File: config.mk
export PLATFORM = sky130hd
export DESIGN_NAME = fat_directory_entry_scanner_top
export DESIGN_NICKNAME = d
export VERILOG_FILES = /design/src/design/fdes_pkg.sv /design/src/design/fdes_scan.sv /design/src/design/fat_directory_entry_scanner_top.sv
export VERILOG_INCLUDE_DIRS = /design/src /design/src/design
export SDC_FILE = /design/constraint.sdc
export NUM_CORES = 1
export LEC_CHECK = 0
export BUFFER_PORTS_ARGS = -buffer_cell sky130_fd_sc_hd__buf_4
export CORE_UTILIZATION = 45
export CTS_CLUSTER_DIAMETER = 30
export DETAILED_ROUTE_END_ITERATION = 10
export GPL_TIMING_DRIVEN = 0
export PLACE_DENSITY_LB_ADDON = 0.15
export SETUP_SLACK_MARGIN = 0.5
export SLEW_MARGIN = 15
export SYNTH_ARGS = -nofsm -noshare
export SYNTH_HDL_FRONTEND = slang
export SYNTH_SLANG_ARGS = --single-unit
File: constraint.sdc
create_clock -name clk -period 24 [get_ports clk]
set_input_delay 1.2 -clock clk [delete_from_list [all_inputs] [get_ports clk]]
set_output_delay 1.2 -clock clk [all_outputs]
set_load 0.03 [all_outputs]
File: src/design/assert_macros.svh
// shared assertion macros, sampled on clk and held off while arst_n is low
`ifndef ASSERT_MACROS_SVH
`define ASSERT_MACROS_SVH

// implication checked on every rising edge
`define ASSERT_CLK(label, prop, msg) \
	label: assert property (@(posedge clk) disable iff (!arst_n) prop) else $error(msg);

// same, but the consequent is checked in the cycle after the antecedent
`define ASSERT_NEXT(label, ante, cons, msg) \
	label: assert property (@(posedge clk) disable iff (!arst_n) (ante) |=> (cons)) \
		else $error(msg);

`endif

File: src/design/fdes_pkg.sv
package fdes_pkg;

	localparam int ENTRY_BYTES = 32;
	localparam int NAME_BYTES  = 11;

	// entry field offsets
	localparam logic [4:0] OFF_ATTR    = 5'h0b;
	localparam logic [4:0] OFF_STAMP   = 5'h16;
	localparam logic [4:0] OFF_CLUSTER = 5'h1a;
	localparam logic [4:0] OFF_SIZE    = 5'h1c;
	localparam logic [4:0] ENTRY_LAST  = 5'(ENTRY_BYTES - 1);

	// result status codes
	localparam logic [1:0] STATUS_FOUND     = 2'd0;
	localparam logic [1:0] STATUS_END_DIR   = 2'd1;
	localparam logic [1:0] STATUS_EXHAUSTED = 2'd2;

	// configuration register indexes
	localparam logic [1:0] REG_NAME_LOW      = 2'd0;
	localparam logic [1:0] REG_NAME_HIGH     = 2'd1;
	localparam logic [1:0] REG_SECTOR_BYTES  = 2'd2;
	localparam logic [1:0] REG_BLOCK_SECTORS = 2'd3;

	localparam int CFG_DATA_W = 64;

	typedef struct packed {
		logic [7:0] data_byte;
		logic       block_start;
	} in_item_t;

	typedef struct packed {
		logic [1:0]  status;
		logic [15:0] start_cluster;
		logic [31:0] file_size;
		logic [7:0]  attributes;
		logic [31:0] date_time;
	} out_item_t;

	typedef struct packed {
		logic [63:0] name_low;
		logic [23:0] name_high;
		logic [12:0] sector_bytes;
		logic [15:0] block_sectors;
	} cfg_t;

	typedef struct packed {
		logic      hit;
		out_item_t item;
	} scan_res_t;

endpackage

File: src/design/fdes_scan.sv
module fdes_scan #(
	parameter int MAX_SECTOR_BYTES = 4096
) (
	input  logic                clk,
	input  logic                arst_n,
	input  logic                valid,
	input  logic                advance,
	input  fdes_pkg::in_item_t  item,
	input  fdes_pkg::cfg_t      cfg,
	output fdes_pkg::scan_res_t res
);
	import fdes_pkg::*;

	localparam int BW = $clog2(MAX_SECTOR_BYTES);
	localparam int CW = (BW + 1 > 13) ? BW + 1 : 13;

	logic [BW-1:0] byte_in_sector_q, bis_base, bis_n;
	logic [15:0]   sector_index_q, sec_base, sec_n;
	logic [4:0]    entry_byte_q, e, e_n;
	logic          name_equal_q, neq_base, neq_n;
	logic          leading_zero_q, lz_base, lz_n;
	logic [15:0]   cluster_q, cluster_n;
	logic [31:0]   size_q, size_n;
	logic [7:0]    attr_q, attr_n;
	logic [31:0]   stamp_q, stamp_n;
	logic          idle_q, idle_n;
	logic          active;
	logic [87:0]   name_vec;
	logic [3:0]    nidx;
	logic [7:0]    name_char;
	logic [12:0]   sb_round;
	logic [CW-1:0] eff_bytes;
	logic [15:0]   nsec;
	logic          sector_end, block_end;
	logic          restart_entry;

	assign name_vec = {cfg.name_high, cfg.name_low};
	assign sb_round = {cfg.sector_bytes[12:5], 5'b0};
	assign nsec     = (cfg.block_sectors == 16'd0) ? 16'd1 : cfg.block_sectors;

	always_comb begin
		if (CW'(sb_round) < CW'(ENTRY_BYTES))
			eff_bytes = CW'(ENTRY_BYTES);
		else if (CW'(sb_round) > CW'(MAX_SECTOR_BYTES))
			eff_bytes = CW'(MAX_SECTOR_BYTES);
		else
			eff_bytes = CW'(sb_round);
	end

	always_comb begin
		active = item.block_start || !idle_q;

		// a start byte opens a fresh search with this very byte
		if (item.block_start) begin
			bis_base  = '0;
			sec_base  = '0;
			e         = '0;
			neq_base  = 1'b1;
			lz_base   = 1'b0;
			cluster_n = '0;
			size_n    = '0;
			attr_n    = '0;
			stamp_n   = '0;
		end else begin
			bis_base  = byte_in_sector_q;
			sec_base  = sector_index_q;
			e         = entry_byte_q;
			neq_base  = name_equal_q;
			lz_base   = leading_zero_q;
			cluster_n = cluster_q;
			size_n    = size_q;
			attr_n    = attr_q;
			stamp_n   = stamp_q;
		end

		nidx      = (e < 5'(NAME_BYTES)) ? e[3:0] : 4'd0;
		name_char = name_vec[{nidx, 3'b0} +: 8];
		neq_n     = neq_base && !((e < 5'(NAME_BYTES)) && (item.data_byte != name_char));
		lz_n      = (e == 5'd0) ? (item.data_byte == 8'd0) : lz_base;

		unique case (e)
			OFF_ATTR:          attr_n          = item.data_byte;
			OFF_STAMP:         stamp_n[7:0]    = item.data_byte;
			OFF_STAMP + 5'd1:  stamp_n[15:8]   = item.data_byte;
			OFF_STAMP + 5'd2:  stamp_n[23:16]  = item.data_byte;
			OFF_STAMP + 5'd3:  stamp_n[31:24]  = item.data_byte;
			OFF_CLUSTER:       cluster_n[7:0]  = item.data_byte;
			OFF_CLUSTER + 5'd1: cluster_n[15:8] = item.data_byte;
			OFF_SIZE:          size_n[7:0]     = item.data_byte;
			OFF_SIZE + 5'd1:   size_n[15:8]    = item.data_byte;
			OFF_SIZE + 5'd2:   size_n[23:16]   = item.data_byte;
			OFF_SIZE + 5'd3:   size_n[31:24]   = item.data_byte;
			default: ;
		endcase

		sector_end = (CW'(bis_base) + CW'(1)) >= eff_bytes;
		block_end  = sector_end && ((17'(sec_base) + 17'd1) >= 17'(nsec));
		bis_n      = sector_end ? '0 : bis_base + BW'(1);
		sec_n      = sector_end ? sec_base + 16'd1 : sec_base;

		res           = '0;
		idle_n        = idle_q;
		restart_entry = 1'b0;
		e_n           = e + 5'd1;
		if (active) begin
			idle_n = 1'b0;
			priority if (e == ENTRY_LAST && neq_n) begin
				res.hit                = 1'b1;
				res.item.status        = STATUS_FOUND;
				res.item.start_cluster = cluster_n;
				res.item.file_size     = size_n;
				res.item.attributes    = attr_n;
				res.item.date_time     = stamp_n;
				idle_n                 = 1'b1;
			end else if (e == ENTRY_LAST && lz_n) begin
				res.hit         = 1'b1;
				res.item.status = STATUS_END_DIR;
				idle_n          = 1'b1;
			end else if (block_end) begin
				res.hit         = 1'b1;
				res.item.status = STATUS_EXHAUSTED;
				idle_n          = 1'b1;
				restart_entry   = (e == ENTRY_LAST);
			end else begin
				restart_entry = (e == ENTRY_LAST);
			end
		end
	end

	always_ff @(posedge clk or negedge arst_n) begin
		if (!arst_n) begin
			byte_in_sector_q <= '0;
			sector_index_q   <= '0;
			entry_byte_q     <= '0;
			name_equal_q     <= 1'b1;
			leading_zero_q   <= 1'b0;
			cluster_q        <= '0;
			size_q           <= '0;
			attr_q           <= '0;
			stamp_q          <= '0;
			idle_q           <= 1'b1;
		end else if (valid && advance && active) begin
			byte_in_sector_q <= bis_n;
			sector_index_q   <= sec_n;
			idle_q           <= idle_n;
			if (restart_entry) begin
				entry_byte_q   <= '0;
				name_equal_q   <= 1'b1;
				leading_zero_q <= 1'b0;
				cluster_q      <= '0;
				size_q         <= '0;
				attr_q         <= '0;
				stamp_q        <= '0;
			end else begin
				entry_byte_q   <= e_n;
				name_equal_q   <= neq_n;
				leading_zero_q <= lz_n;
				cluster_q      <= cluster_n;
				size_q         <= size_n;
				attr_q         <= attr_n;
				stamp_q        <= stamp_n;
			end
		end
	end

endmodule

File: src/design/fat_directory_entry_scanner_top.sv
// fat directory entry scanner
// item channel (item_valid/item_ready/item): one directory byte per beat, with
// block_start set on the first byte of a new search; a start in mid search
// drops the old one. result channel (result_valid/result_ready/result): one
// beat per decision - found (with cluster, size, attribute, date/time),
// end of directory, or block exhausted. the name, sector size and sector
// count are written through cfg_we/cfg_index/cfg_data; the user must write
// them only while no search runs; the block does not enforce this.
// a byte taken into the input stage is scanned there and, if it decides,
// its result is loaded into the result register (two register stages).
// throughput is one byte per cycle unless a deciding byte waits on a full
// result register, bounded by the single compare and capture step between stages.
// while a result waits on result_ready, bytes that cause no result keep
// flowing; a byte that decides waits in the input stage until the result
// register frees, and item_ready drops behind it.
// reset clears both stages and leaves the scanner idle, waiting for a start
// byte; the name registers clear, sector size goes to 512, sector count to 1.
module fat_directory_entry_scanner_top #(
	parameter int MAX_SECTOR_BYTES = 4096
) (
	input  logic                  clk,
	input  logic                  arst_n,
	input  logic                  item_valid,
	output logic                  item_ready,
	input  fdes_pkg::in_item_t    item,
	output logic                  result_valid,
	input  logic                  result_ready,
	output fdes_pkg::out_item_t   result,
	input  logic                  cfg_we,
	input  logic [1:0]            cfg_index,
	input  logic [fdes_pkg::CFG_DATA_W-1:0] cfg_data
);
	import fdes_pkg::*;
	`include "assert_macros.svh"

	cfg_t      cfg_q;
	logic      valid_s1;
	in_item_t  item_s1;
	logic      advance;
	scan_res_t res;
	logic      out_valid_q;
	out_item_t out_q;

	always_ff @(posedge clk or negedge arst_n) begin
		if (!arst_n) begin
			cfg_q.name_low      <= '0;
			cfg_q.name_high     <= '0;
			cfg_q.sector_bytes  <= 13'd512;
			cfg_q.block_sectors <= 16'd1;
		end else if (cfg_we) begin
			unique case (cfg_index)
				REG_NAME_LOW:      cfg_q.name_low      <= cfg_data;
				REG_NAME_HIGH:     cfg_q.name_high     <= cfg_data[23:0];
				REG_SECTOR_BYTES:  cfg_q.sector_bytes  <= cfg_data[12:0];
				REG_BLOCK_SECTORS: cfg_q.block_sectors <= cfg_data[15:0];
				default: ;
			endcase
		end
	end

	// the input stage moves on unless it decides and the result slot is full
	assign advance    = valid_s1 && (!res.hit || !out_valid_q || result_ready);
	assign item_ready = !valid_s1 || advance;

	always_ff @(posedge clk or negedge arst_n) begin
		if (!arst_n) begin
			valid_s1 <= 1'b0;
		end else if (item_ready) begin
			valid_s1 <= item_valid;
		end
	end

	always_ff @(posedge clk) begin
		if (item_ready && item_valid)
			item_s1 <= item;
	end

	fdes_scan #(
		.MAX_SECTOR_BYTES(MAX_SECTOR_BYTES)
	) u_scan (
		.clk     (clk),
		.arst_n  (arst_n),
		.valid   (valid_s1),
		.advance (advance),
		.item    (item_s1),
		.cfg     (cfg_q),
		.res     (res)
	);

	always_ff @(posedge clk or negedge arst_n) begin
		if (!arst_n) begin
			out_valid_q <= 1'b0;
		end else if (advance && res.hit) begin
			out_valid_q <= 1'b1;
		end else if (result_ready) begin
			out_valid_q <= 1'b0;
		end
	end

	always_ff @(posedge clk) begin
		if (advance && res.hit)
			out_q <= res.item;
	end

	assign result_valid = out_valid_q;
	assign result       = out_q;

	`ASSERT_NEXT(a_s1_held, valid_s1 && !advance, valid_s1 && $stable(item_s1),
		"input stage lost a stalled byte")
	`ASSERT_NEXT(a_hit_loads, advance && res.hit, out_valid_q,
		"decision did not reach the result register")
	`ASSERT_CLK(a_no_data_on_miss,
		out_valid_q && out_q.status != STATUS_FOUND |->
		out_q.start_cluster == '0 && out_q.file_size == '0 &&
		out_q.attributes == '0 && out_q.date_time == '0,
		"non-found result carries entry data")

endmodule

**After elaboration in Yosys (flattened, before gate mapping)**

Index checks and enable logic that the tools add are counted.

- Output and inout bits: 92
- Bits in registers: 342
- Bits of input ports: 80
- Word-level logic and storage cells: 130

- Bitwise gates (word level): 1
- Mux-type cells: 47
- Magnitude comparators: 5
- Reduce and logical (&&, ||, !) cells: 32
- $add $sub $neg: 5
- Shift-type cells: 1
- Eq/ne operators: 15

Operators with widths:

| operator | number |
|---|---|
| 32-bit 2-to-1 mux | 4 |
| 8-bit 2-to-1 mux | 13 |
| 91-bit 2-to-1 mux | 1 |
| 88-bit 2-to-1 mux | 1 |
| 88-bit by 8-bit indexed part select with 8-bit output | 1 |
| 16-bit 2-to-1 mux | 5 |
| 5-bit equality test, second input constant | 10 |
| 13-bit 2-to-1 mux | 2 |
| 12-bit 2-to-1 mux | 2 |
| 16-bit by 1-bit adder with 17-bit output, second input constant | 1 |
| 17-bit by 16-bit greater-or-equal comparator with 1-bit output | 1 |
| 16-bit by 1-bit adder with 16-bit output, second input constant | 1 |
| 16-bit zero test | 1 |
| 12-bit by 1-bit adder with 13-bit output, second input constant | 1 |
| 13-bit greater-or-equal comparator | 1 |
| 13-bit > comparator, second input constant | 1 |
| 13-bit by 6-bit < comparator with 1-bit output, second input constant | 1 |
| 1-bit 2-to-1 mux | 13 |
| 12-bit by 1-bit adder with 12-bit output, second input constant | 1 |
| 2-bit AND reduction | 6 |
| 1-bit logical AND | 10 |
| 5-bit 2-to-1 mux | 2 |
| 3-bit 2-to-1 mux | 3 |
| 8-bit zero test | 1 |
| other kinds (15) | 23 |

**Depth between registers and ports, before layout**

Gate-level depths: netlist (run 1).

- Word-level depth: 18
- Mapped depth: 23
- Mapped depth without buffers: 17

**Hierarchy**

A second synthesis (run 1) with hierarchy kept.

- Cell total of the unflattened synthesis: 1389
- Area, all modules: 15955.3 µm²

Modules (own cells, without submodules):

| module | cells each | instances | sequential area each (µm²) | area each (µm²) |
|---|---|---|---|---|
| fdes_scan | 1031 | 1 | 2905.3 | 8394.3 |
| fat_directory_entry_scanner_top | 358 | 1 | 5953.2 | 7561.0 |

**Least setup slack after synthesis (run 1)**

Ideal clock, no wire load.

- Kind: register to register
- Start: reg item_s1[0] in the netlist's numbering
- End: reg out_valid_q (netlist: result_valid)
- Setup slack: 14219 ps
- Stages on the path, launching flop included: 23
- Setup time: 96 ps
- Arrival: 9685 ps
- Buffers on the path: 7
- Clock period less this slack: 9781 ps
- Data required time: 23904 ps
- Path through: edfxtp_1 -> buf_6 -> clkbuf_1 -> clkbuf_1 -> clkbuf_1 -> buf_1 -> nor2b_1 -> ha_1 -> clkbuf_1 -> nand2_1 -> xor2_1 -> nor2_1 -> ha_1 -> a21o_1 -> a211o_1 -> nor2_1 -> a31oi_1 -> o21ai_0 -> a21boi_0 -> a311o_1 -> buf_4 -> a31oi_1 -> or2_2

- Word-level cells in the longest chain between the ends: 17
- Elaborated cells on any way between the ends: 34
- Those cells by class: add/sub (2); order compare (3); eq/ne (2); shift (1); mux (12); reduce/logical (14)

RTL lines:

| item | RTL line | text |
|---|---|---|
| start, declared | fat_directory_entry_scanner_top.sv:38 | `in_item_t item_s1;` |
| start signal, assigned | fat_directory_entry_scanner_top.sv:75 | `item_s1 <= item;` |
| 5-bit 2-to-1 mux | fdes_scan.sv:54 | `if (item.block_start) begin` |
| 5-bit by 4-bit < comparator with 1-bit output | fdes_scan.sv:76, fdes_scan.sv:78 |  |
| 4-bit 2-to-1 mux | fdes_scan.sv:76 | `nidx = (e < 5'(NAME_BYTES)) ? e[3:0] : 4'd0;` |
| 88-bit by 8-bit indexed part select with 8-bit output | fdes_scan.sv:77 | `name_char = name_vec[{nidx, 3'b0} +: 8];` |
| 8-bit != test | fdes_scan.sv:78 | `neq_n = neq_base && !((e < 5'(NAME_BYTES)) && (item.data_byte != name_char));` |
| 1-bit logical AND | fdes_scan.sv:78 |  |
| 1-bit zero test | fdes_scan.sv:78 |  |
| 1-bit logical AND | fdes_scan.sv:78 |  |
| 1-bit logical AND | fdes_scan.sv:107 | `priority if (e == ENTRY_LAST && neq_n) begin` |
| 3-bit 2-to-1 mux | fdes_scan.sv:107 |  |
| 91-bit 2-to-1 mux (*) | fdes_scan.sv:105 | `if (active) begin` |
| 1-bit zero test | fat_directory_entry_scanner_top.sv:62 | `assign advance = valid_s1 && (!res.hit \|\| !out_valid_q \|\| result_ready);` |
| 1-bit logical OR (2 in series) | fat_directory_entry_scanner_top.sv:62 |  |
| 1-bit logical AND | fat_directory_entry_scanner_top.sv:62 |  |
| 1-bit logical AND (*) | fat_directory_entry_scanner_top.sv:93 | `end else if (advance && res.hit) begin` |
| 1-bit 2-to-1 mux / 2-bit nonzero test (equally long branches) | - |  |
| end signal, assigned | fat_directory_entry_scanner_top.sv:92 | `out_valid_q <= 1'b0;` |
| end signal, assigned | fat_directory_entry_scanner_top.sv:94 | `out_valid_q <= 1'b1;` |
| end signal, assigned | fat_directory_entry_scanner_top.sv:96 | `out_valid_q <= 1'b0;` |
| end, declared | fat_directory_entry_scanner_top.sv:41 | `logic out_valid_q;` |

Mark *: on every way between the ends. The rest lies on a longest branch, timed or not.
A chain may end at the register's enable or synchronous reset.

**Worst setup path in the final report (run 1)**

- Start: reg item_s1[0] in the netlist's numbering
- End: out item_ready

- Word-level cells in the longest chain between the ends: 16
- Elaborated cells on any way between the ends: 32
- Those cells by class: add/sub (2); order compare (3); eq/ne (2); shift (1); mux (11); reduce/logical (13)

RTL lines:

| item | RTL line | text |
|---|---|---|
| 5-bit 2-to-1 mux | fdes_scan.sv:54 |  |
| 5-bit by 4-bit < comparator with 1-bit output | fdes_scan.sv:76, fdes_scan.sv:78 |  |
| 4-bit 2-to-1 mux | fdes_scan.sv:76 |  |
| 88-bit by 8-bit indexed part select with 8-bit output | fdes_scan.sv:77 |  |
| 8-bit != test | fdes_scan.sv:78 |  |
| 1-bit logical AND | fdes_scan.sv:78 |  |
| 1-bit zero test | fdes_scan.sv:78 |  |
| 1-bit logical AND | fdes_scan.sv:78 |  |
| 1-bit logical AND | fdes_scan.sv:107 |  |
| 3-bit 2-to-1 mux | fdes_scan.sv:107 |  |
| 91-bit 2-to-1 mux (*) | fdes_scan.sv:105 |  |
| 1-bit zero test (*) | fat_directory_entry_scanner_top.sv:62 |  |
| 1-bit logical OR (*) (2 in series) | fat_directory_entry_scanner_top.sv:62 |  |
| 1-bit logical AND (*) | fat_directory_entry_scanner_top.sv:62 |  |
| 1-bit logical OR (*) | fat_directory_entry_scanner_top.sv:63 | `assign item_ready = !valid_s1 \|\| advance;` |
| end, declared | fat_directory_entry_scanner_top.sv:24 | `output logic item_ready,` |

Marks and branches as above.

==> out/results.ini, run 1 <==
[outcome]
status = finished, final reports clean

[clock_tree]
clk_pin_slew_ns = 0.05
ctsHoldBuffers = 0
cts_tree = built
clock-root-buffer = clkbuf_16
clk_latency_ns = 0.58
cts_buffers = 75
h-tree-depth = 3
cts_buffer_depth = 3
clock-sinks = 329
cts_setup_buffers = 0
cts-resized-gates = 0

[critical_path]
r2r_cells = 24
crit_start = item_s1[0]$_DFFE_PP_
crit_fanout = 10
reg2reg_to = result[34]$_SDFFCE_PN0P_
crit_path_end_kind = output port
critical_path.endpoint = item_ready
critPathLaunchType = register
r2r_slack_ns = 16.06
cp_data_arrival_time_ns = 7.63
r2r_start = item_s1[0]$_DFFE_PP_
worstPathRequired_ns = 22.80
path_class = reg -> out

[hold_path]
hold_path_depth = 1
hold_class = reg -> reg

[placement]
hpwlAfterDp_microns = 32000
portBuffers = 171
place_congestion = 0.848

[routing]
drt_iter0_drc = 1372
drt_pass1_iterations = 7
drt_wl_total_microns = 45800
ant_nets = 0
drc = 0
avgViaCountPerCell = 5.79
avgRoutedWirePerCell_microns = 21.0
num_vias = 12637

[finish]
drive_gt1_share_pct = 28.0
nets = 1776
final_util_pct = 59.6
syn_to_final_growth_pct = 30.1
diodes = 0

[sta]
skew_ns = 0.0288
period_needed_ns = 8.83
clock.fmax_mhz = 113
relSlewSlack_pct = 18.8
hold_viol = 0
fin_crit_sh_pct = 36.8
setup_viol = 0
worst_pin_slew_ns = 1.21
tns_ns = 0
drv_slew = 0
rsz0062_at_grt = no

[yosys]
yosysSeqAreaShare_pct = 55.1
synth_nets = 1522
netlist.area_leader.share_pct = 35.7
ys_seq_elements = 329
ys_top_cells_by_area = dfrtp_1 (36%), edfxtp_1 (19%), mux2_2 (8.0%)
synth_edf_count = 99
synth_warnings = 0
synth_cells = 1410
synth.distinct_cells = 64
async_flop_share_pct = 69.9
syn_area_sq_um = 15800
synth-main-ff-cell = dfrtp_1
avgSynthCellArea_sq_um = 11.2
synth_top_area_cell = dfrtp_1

[global_routing]
grt_start_max_net_pins = 103
track_usage_pct = 26.0
grt_pass1_vias = 12708
grt.overflow.total = 0
grt_pass1_wl_microns = 71900
antenna_found_initial = 0

[flow_run]
drv_cap = 0

[floorplanning]
chipWidth_microns = 190
io_pins = 172
die_h_microns = 190
std_cell_rows = 68
core-area_sq_um = 34600
start_util_pct = 45.8
die_area_sq_um = 36000

[power]
p_leak_nw = 8.48
p_per_area_nw_per_um2 = 94.9
peakVddDrop_uv = 53.8

## through the flow
stage          setup slack (ns)  instances  total power, mW  hold WS [ns]  cell area [sq um]
2_1_floorplan             14.22       1410            0.788         0.444              15800
3_3_place_gp              10.46       2036            0.864         0.462              17700
3_5_place_dp              15.92       2042            0.872         0.473              17900
4_1_cts                   15.29       2181             1.97         0.484              20600
5_1_grt                   14.90       2181             2.02         0.487              20600
6_report                  15.17       2181             1.96         0.481              20600
## logic make-up after synthesis
kind of cell               Yosys count  synth area share [%]
AOI/OAI and AO/OA                  342                  15.7
and+or+nand+nor                    425                  13.2
muxes                              114                  8.09
adders and majority gates           32                  2.53
buffers and inverters              146                  4.10
DFF                                329                  55.1
xor gates and xnor gates            22                  1.22
## layer usage
metal / vias to the layer above / track usage (%) / share of wire, %
met3: 97 / 4.96 / 7.5
li1: 5762 / - / -
met2: 545 / 42.2 / 48
met5: - / 0 / 0
met1: 6233 / 34.3 / 42
met4: 0 / 10.4 / 2.9
## cell type report
class | count | area [sq um]
tap | 455 | 569
fill | 2868 | 14000
buffer | 113 | 526
multi-input combinational | 935 | 6480
inverter | 33 | 124
timing repair buffer | 177 | 1460
clock inverter | 51 | 687
clock buffer | 88 | 2050
sequential | 329 | 8730
## Yosys cell counts, types with 7 or more instances
cell,n
dfrtp_1,226
nand2_1,113
mux2_2,112
a21oi_1,110
nand3_1,107
edfxtp_1,99
clkbuf_1,73
nor2_1,72
o21ai_0,52
o2bb2ai_1,49
and3_1,46
a32o_1,39
ha_1,32
inv_1,31
nor2b_1,22
buf_2,21
a22o_1,15
xor2_1,13
nor3_1,10
or3_1,10
a221o_1,9
xnor2_1,9
a21o_1,8
a32oi_1,8
and2_1,8
nand4_1,8
buf_6,7
o31ai_4,7
## placed cells by master (no fill, tap or decap), types with 49 or more instances in the layout
master,Yosys,routed
buf_4,6,176
mux2_2,112,112
dfrtp_1,226,226
edfxtp_1,99,99
clkbuf_16,0,78
o2bb2ai_1,49,49
o21ai_0,52,52
clkbuf_1,73,77
nand2_1,113,113
a21oi_1,110,110
nand3_1,107,107
nor2_1,72,72
## report_power, final
part,switching (mW),leakage (nW),internal (mW)
Clock,0.337,1.32,0.754
Sequential,0.0268,3.81,0.621
Combinational,0.129,3.34,0.0892
## worst min path at each step
stage | start | to | slack (ns)
floorplan | u_scan.leading_zero_q$_DFFE_PN0P_ | u_scan.leading_zero_q$_DFFE_PN0P_ | 0.44
global placement | u_scan.leading_zero_q$_DFFE_PN0P_ | u_scan.leading_zero_q$_DFFE_PN0P_ | 0.46
detailed placement | u_scan.attr_q[1]$_DFFE_PN0P_ | u_scan.attr_q[1]$_DFFE_PN0P_ | 0.47
CTS | u_scan.stamp_q[29]$_DFFE_PN0P_ | u_scan.stamp_q[29]$_DFFE_PN0P_ | 0.48
global route | u_scan.attr_q[3]$_DFFE_PN0P_ | u_scan.attr_q[3]$_DFFE_PN0P_ | 0.49
finish | u_scan.attr_q[3]$_DFFE_PN0P_ | u_scan.attr_q[3]$_DFFE_PN0P_ | 0.48
## flip-flops by register name (all words and copies together) (netlist names), 8 cells and up
name and count:
item_s1 9, u_scan.attr_q 8, u_scan.cluster_q 16, u_scan.byte_in_sector_q 12
u_scan.stamp_q 32, u_scan.sector_index_q 16, result 90, cfg_q 112
u_scan.size_q 24
## critical path, cell delays in order, from the launching register on
cell,delay [ns]
edfxtp_1,0.45
buf_6,0.21
clkbuf_1,0.48
clkbuf_1,0.66
clkbuf_1,0.48
buf_1,0.45
nor2b_1,0.14
ha_1,0.22
clkbuf_1,0.21
nand3_1,0.14
xor2_1,0.25
nor2_1,0.07
ha_1,0.30
and3_1,0.15
o2111ai_1,0.11
a21o_1,0.17
a31oi_1,0.76
o21ai_0,0.68
a21boi_0,0.53
a31oi_1,0.06
or2_2,0.34
buf_4,0.18
(Power assumes the default switching activity.)
==> run 2: changes to the inputs <==
==> constraint.sdc (replaced) <==
create_clock -name clk -period 7.8 [get_ports clk]
set_input_delay 0.39 -clock clk [delete_from_list [all_inputs] [get_ports clk]]
set_output_delay 0.39 -clock clk [all_outputs]
set_load 0.03 [all_outputs]
==> run 2 against run 1 <==
Against the previous run:
- sequential power grew to 3.1 times the previous value
- final cell count did not move
- utilization fell by 0.90 points
- die area unchanged
- clock power rose to 2.6 times the previous value
- critical path type is now reg -> reg
- largest cell class unchanged
==> out/results.ini, run 2 (synthesis results as in run 1) <==
[placement]
hpwlAfterDp_microns = 31900  ; was 32000 microns
place_congestion = 0.850  ; was 0.848
portBuffers = 171  ; unchanged
dp_slack_ns = 0.131  ; was 15.92 ns

[routing]
avgRoutedWirePerCell_microns = 20.9  ; was 21.0 microns
drt_wl_total_microns = 45500  ; was 45800 microns
num_vias = 12665  ; was 12637
drt_pass1_iterations = 5  ; was 7
avgViaCountPerCell = 5.81  ; was 5.79
drt_iter0_drc = 1408  ; was 1372
ant_nets = 0  ; unchanged
drc = 0  ; unchanged

[sta]
clock.fmax_mhz = 145
setup_viol = 0  ; unchanged
hold_viol = 0  ; unchanged
worst_pin_slew_ns = 1.29  ; was 1.21 ns
drv_slew = 0  ; unchanged
skew_ns = 0.0242  ; was 0.0288 ns
relSlewSlack_pct = 13.6  ; was 18.8%
fin_crit_sh_pct = 88.6
period_needed_ns = 6.91
rsz0062_at_grt = no  ; unchanged
fin_ws_ns = 0.892  ; was 15.17 ns
tns_ns = 0  ; unchanged

[critical_path]
path_delay_family = buffers and inverters  ; unchanged
cp_cell_sequence = buf_6 -> clkbuf_1 -> clkbuf_2 -> clkbuf_1 -> buf_1 -> nor2b_1 -> ha_1 -> clkbuf_1 -> nand3_1 -> xor2_1 -> nor2_1 -> ha_1 -> nor2b_1 -> o21a_1 -> o21ai_0 -> a31oi_4 -> o21ai_1 -> a21boi_0 -> a311o_1 -> buf_4 -> a31oi_4 -> buf_16 -> buf_16  ; was buf_6 -> clkbuf_1 -> clkbuf_1 -> clkbuf_1 -> buf_1 -> nor2b_1 -> ha_1 -> clkbuf_1 -> nand3_1 -> xor2_1 -> nor2_1 -> ha_1 -> and3_1 -> o2111ai_1 -> a21o_1 -> a31oi_1 -> o21ai_0 -> a21boi_0 -> a31oi_1 -> or2_2 -> buf_4
r2r_cells = 23  ; was 24
cp_common_cell = clkbuf_1  ; unchanged
cp_data_arrival_time_ns = 7.17  ; was 7.63 ns
r2r_start = item_s1[0]$_DFFE_PP_  ; unchanged
cpPeakStageDelay_ns = 0.47  ; was 0.76 ns
path_buf_inv = 9  ; was 7
r2r_slack_ns = 0.89  ; was 16.06 ns
critPathLaunchType = register  ; unchanged
worstPathRequired_ns = 8.06  ; was 22.80 ns
path_class = reg -> reg  ; was reg -> out
reg2reg_to = result[21]$_SDFFCE_PN0P_  ; was result[34]$_SDFFCE_PN0P_
crit_fanout = 26  ; was 10
critPathSlowestCell = buf_1  ; was a31oi_1
crit_path_end_kind = register  ; was output port

[clock_tree]
cts_tree = built  ; unchanged
clock-sinks = 329  ; unchanged
clk_pin_slew_ns = 0.04  ; was 0.05 ns
clk_latency_ns = 0.57  ; was 0.58 ns
cts_buffers = 71  ; was 75
cts_buffer_depth = 3  ; unchanged
clock-root-buffer = clkbuf_16  ; unchanged
h-tree-depth = 3  ; unchanged

[floorplanning]
die_area_sq_um = 36000  ; unchanged
start_util_pct = 45.8  ; unchanged
chipWidth_microns = 190  ; unchanged
core-area_sq_um = 34600  ; unchanged
std_cell_rows = 68  ; unchanged
die_h_microns = 190  ; unchanged
io_pins = 172  ; unchanged

[global_routing]
track_usage_pct = 25.7  ; was 26.0%
grt_pass1_vias = 12651  ; was 12708
grt.overflow.total = 0  ; unchanged
antenna_found_initial = 0  ; unchanged
grt_pass1_wl_microns = 71400  ; was 71900 microns
grt_start_max_net_pins = 93  ; was 103

[hold_path]
hold_end = item_s1[2]$_DFFE_PP_  ; was u_scan.attr_q[3]$_DFFE_PN0P_
hold_class = in -> reg  ; was reg -> reg
min-delay-start = item[2]  ; was u_scan.attr_q[3]$_DFFE_PN0P_
hold_path_depth = 1  ; unchanged

[finish]
multiInputGateArea_sq_um = 6490  ; was 6480 sq um
layout_commonest_cell = dfrtp_1  ; unchanged
syn_to_final_growth_pct = 28.2  ; was 30.1%
regMostFlops = cfg_q  ; unchanged
regArea_sq_um = 8730  ; unchanged
diodes = 0  ; unchanged
largest_reg_flops = 112  ; unchanged
nets = 1781  ; was 1776
final_util_pct = 58.7  ; was 59.6%
drive_gt1_share_pct = 27.2  ; was 28.0%
final_cell_mix = dfrtp_1 (226), buf_4 (178), nand2_1 (113), mux2_2 (112), a21oi_1 (110)  ; was dfrtp_1 (226), buf_4 (176), nand2_1 (113), mux2_2 (112), a21oi_1 (110)
nFillCells = 2960  ; was 2868

[flow_run]
drv_cap = 0  ; unchanged

[outcome]
status = finished, final reports clean  ; unchanged

[power]
finalPower_mw = 5.54  ; was 1.96 mW
p_per_area_nw_per_um2 = 273  ; was 94.9 nW/um^2
peakVddDrop_uv = 189  ; was 53.8 uV
p_leak_nw = 8.33  ; was 8.48 nW

## run 2: power breakdown
group,switching [mW],internal [mW]
Clock,0.959,1.91
Sequential,0.0814,1.91
Combinational,0.399,0.277
Total,1.44,4.10
## run 2: final cells by class
type	count	share of cell area (%)
Multi-Input combinational cell	935	32.0
Timing Repair Buffer	186	7.59
Clock inverter	40	1.79
Inverter	33	0.610
Clock buffer	90	9.66
Tap cell	455	2.80
Sequential cell	329	43.0
Buffer	113	2.59
## run 2: routing by layer
layer | up-vias | global-route usage (%) | wire [microns]
met5 | - | 0 | 0
met4 | 0 | 7.32 | 782
met3 | 74 | 5.31 | 3230
met2 | 533 | 41.9 | 21900
met1 | 6291 | 34.7 | 19700
li1 | 5767 | - | -
## run 2: worst max-delay path by stage
stage                                     endpoint  cells after the start  slack, ns                  from
after floorplan            result[0]$_SDFFCE_PN0P_                     21       1.10  item_s1[0]$_DFFE_PP_
after global placement    result[12]$_SDFFCE_PN0P_                     21      -1.11  item_s1[0]$_DFFE_PP_
after detailed placement  result[17]$_SDFFCE_PN0P_                     23       0.13  item_s1[0]$_DFFE_PP_
after CTS                 result[21]$_SDFFCE_PN0P_                     23       0.50  item_s1[0]$_DFFE_PP_
after global routing      result[19]$_SDFFCE_PN0P_                     23       0.50  item_s1[0]$_DFFE_PP_
final                     result[21]$_SDFFCE_PN0P_                     23       0.89  item_s1[0]$_DFFE_PP_
## run 2: timing repair
item / CTS / global route
resized for setup: 2 / 2
hold buffers: 7 / 0
setup endpoints to repair: 149 / 84
hold endpoints to repair: 88 / 0
setup buffers: 0 / 2
## run 2: worst register-to-register path: stages (launching register included)
cell,delay [ns]
edfxtp_1,0.41
buf_6,0.19
clkbuf_1,0.46
clkbuf_2,0.44
clkbuf_1,0.43
buf_1,0.47
nor2b_1,0.14
ha_1,0.22
clkbuf_1,0.23
nand3_1,0.15
xor2_1,0.23
nor2_1,0.09
ha_1,0.33
nor2b_1,0.14
o21a_1,0.16
o21ai_0,0.30
a31oi_4,0.24
o21ai_1,0.37
a21boi_0,0.29
a311o_1,0.39
buf_4,0.19
a31oi_4,0.29
buf_16,0.22
buf_16,0.21
## run 2: per-stage QoR
step / area, sq um / hold slack, ns / cells
after CTS: 20300 / 0.00993 / 2179
after floorplan: 15900 / 0.0944 / 1410
after global placement: 17700 / 0.463 / 2036
after detailed placement: 17900 / 0.462 / 2042
final: 20300 / 0.0291 / 2181
after global routing: 20300 / 0.00560 / 2181
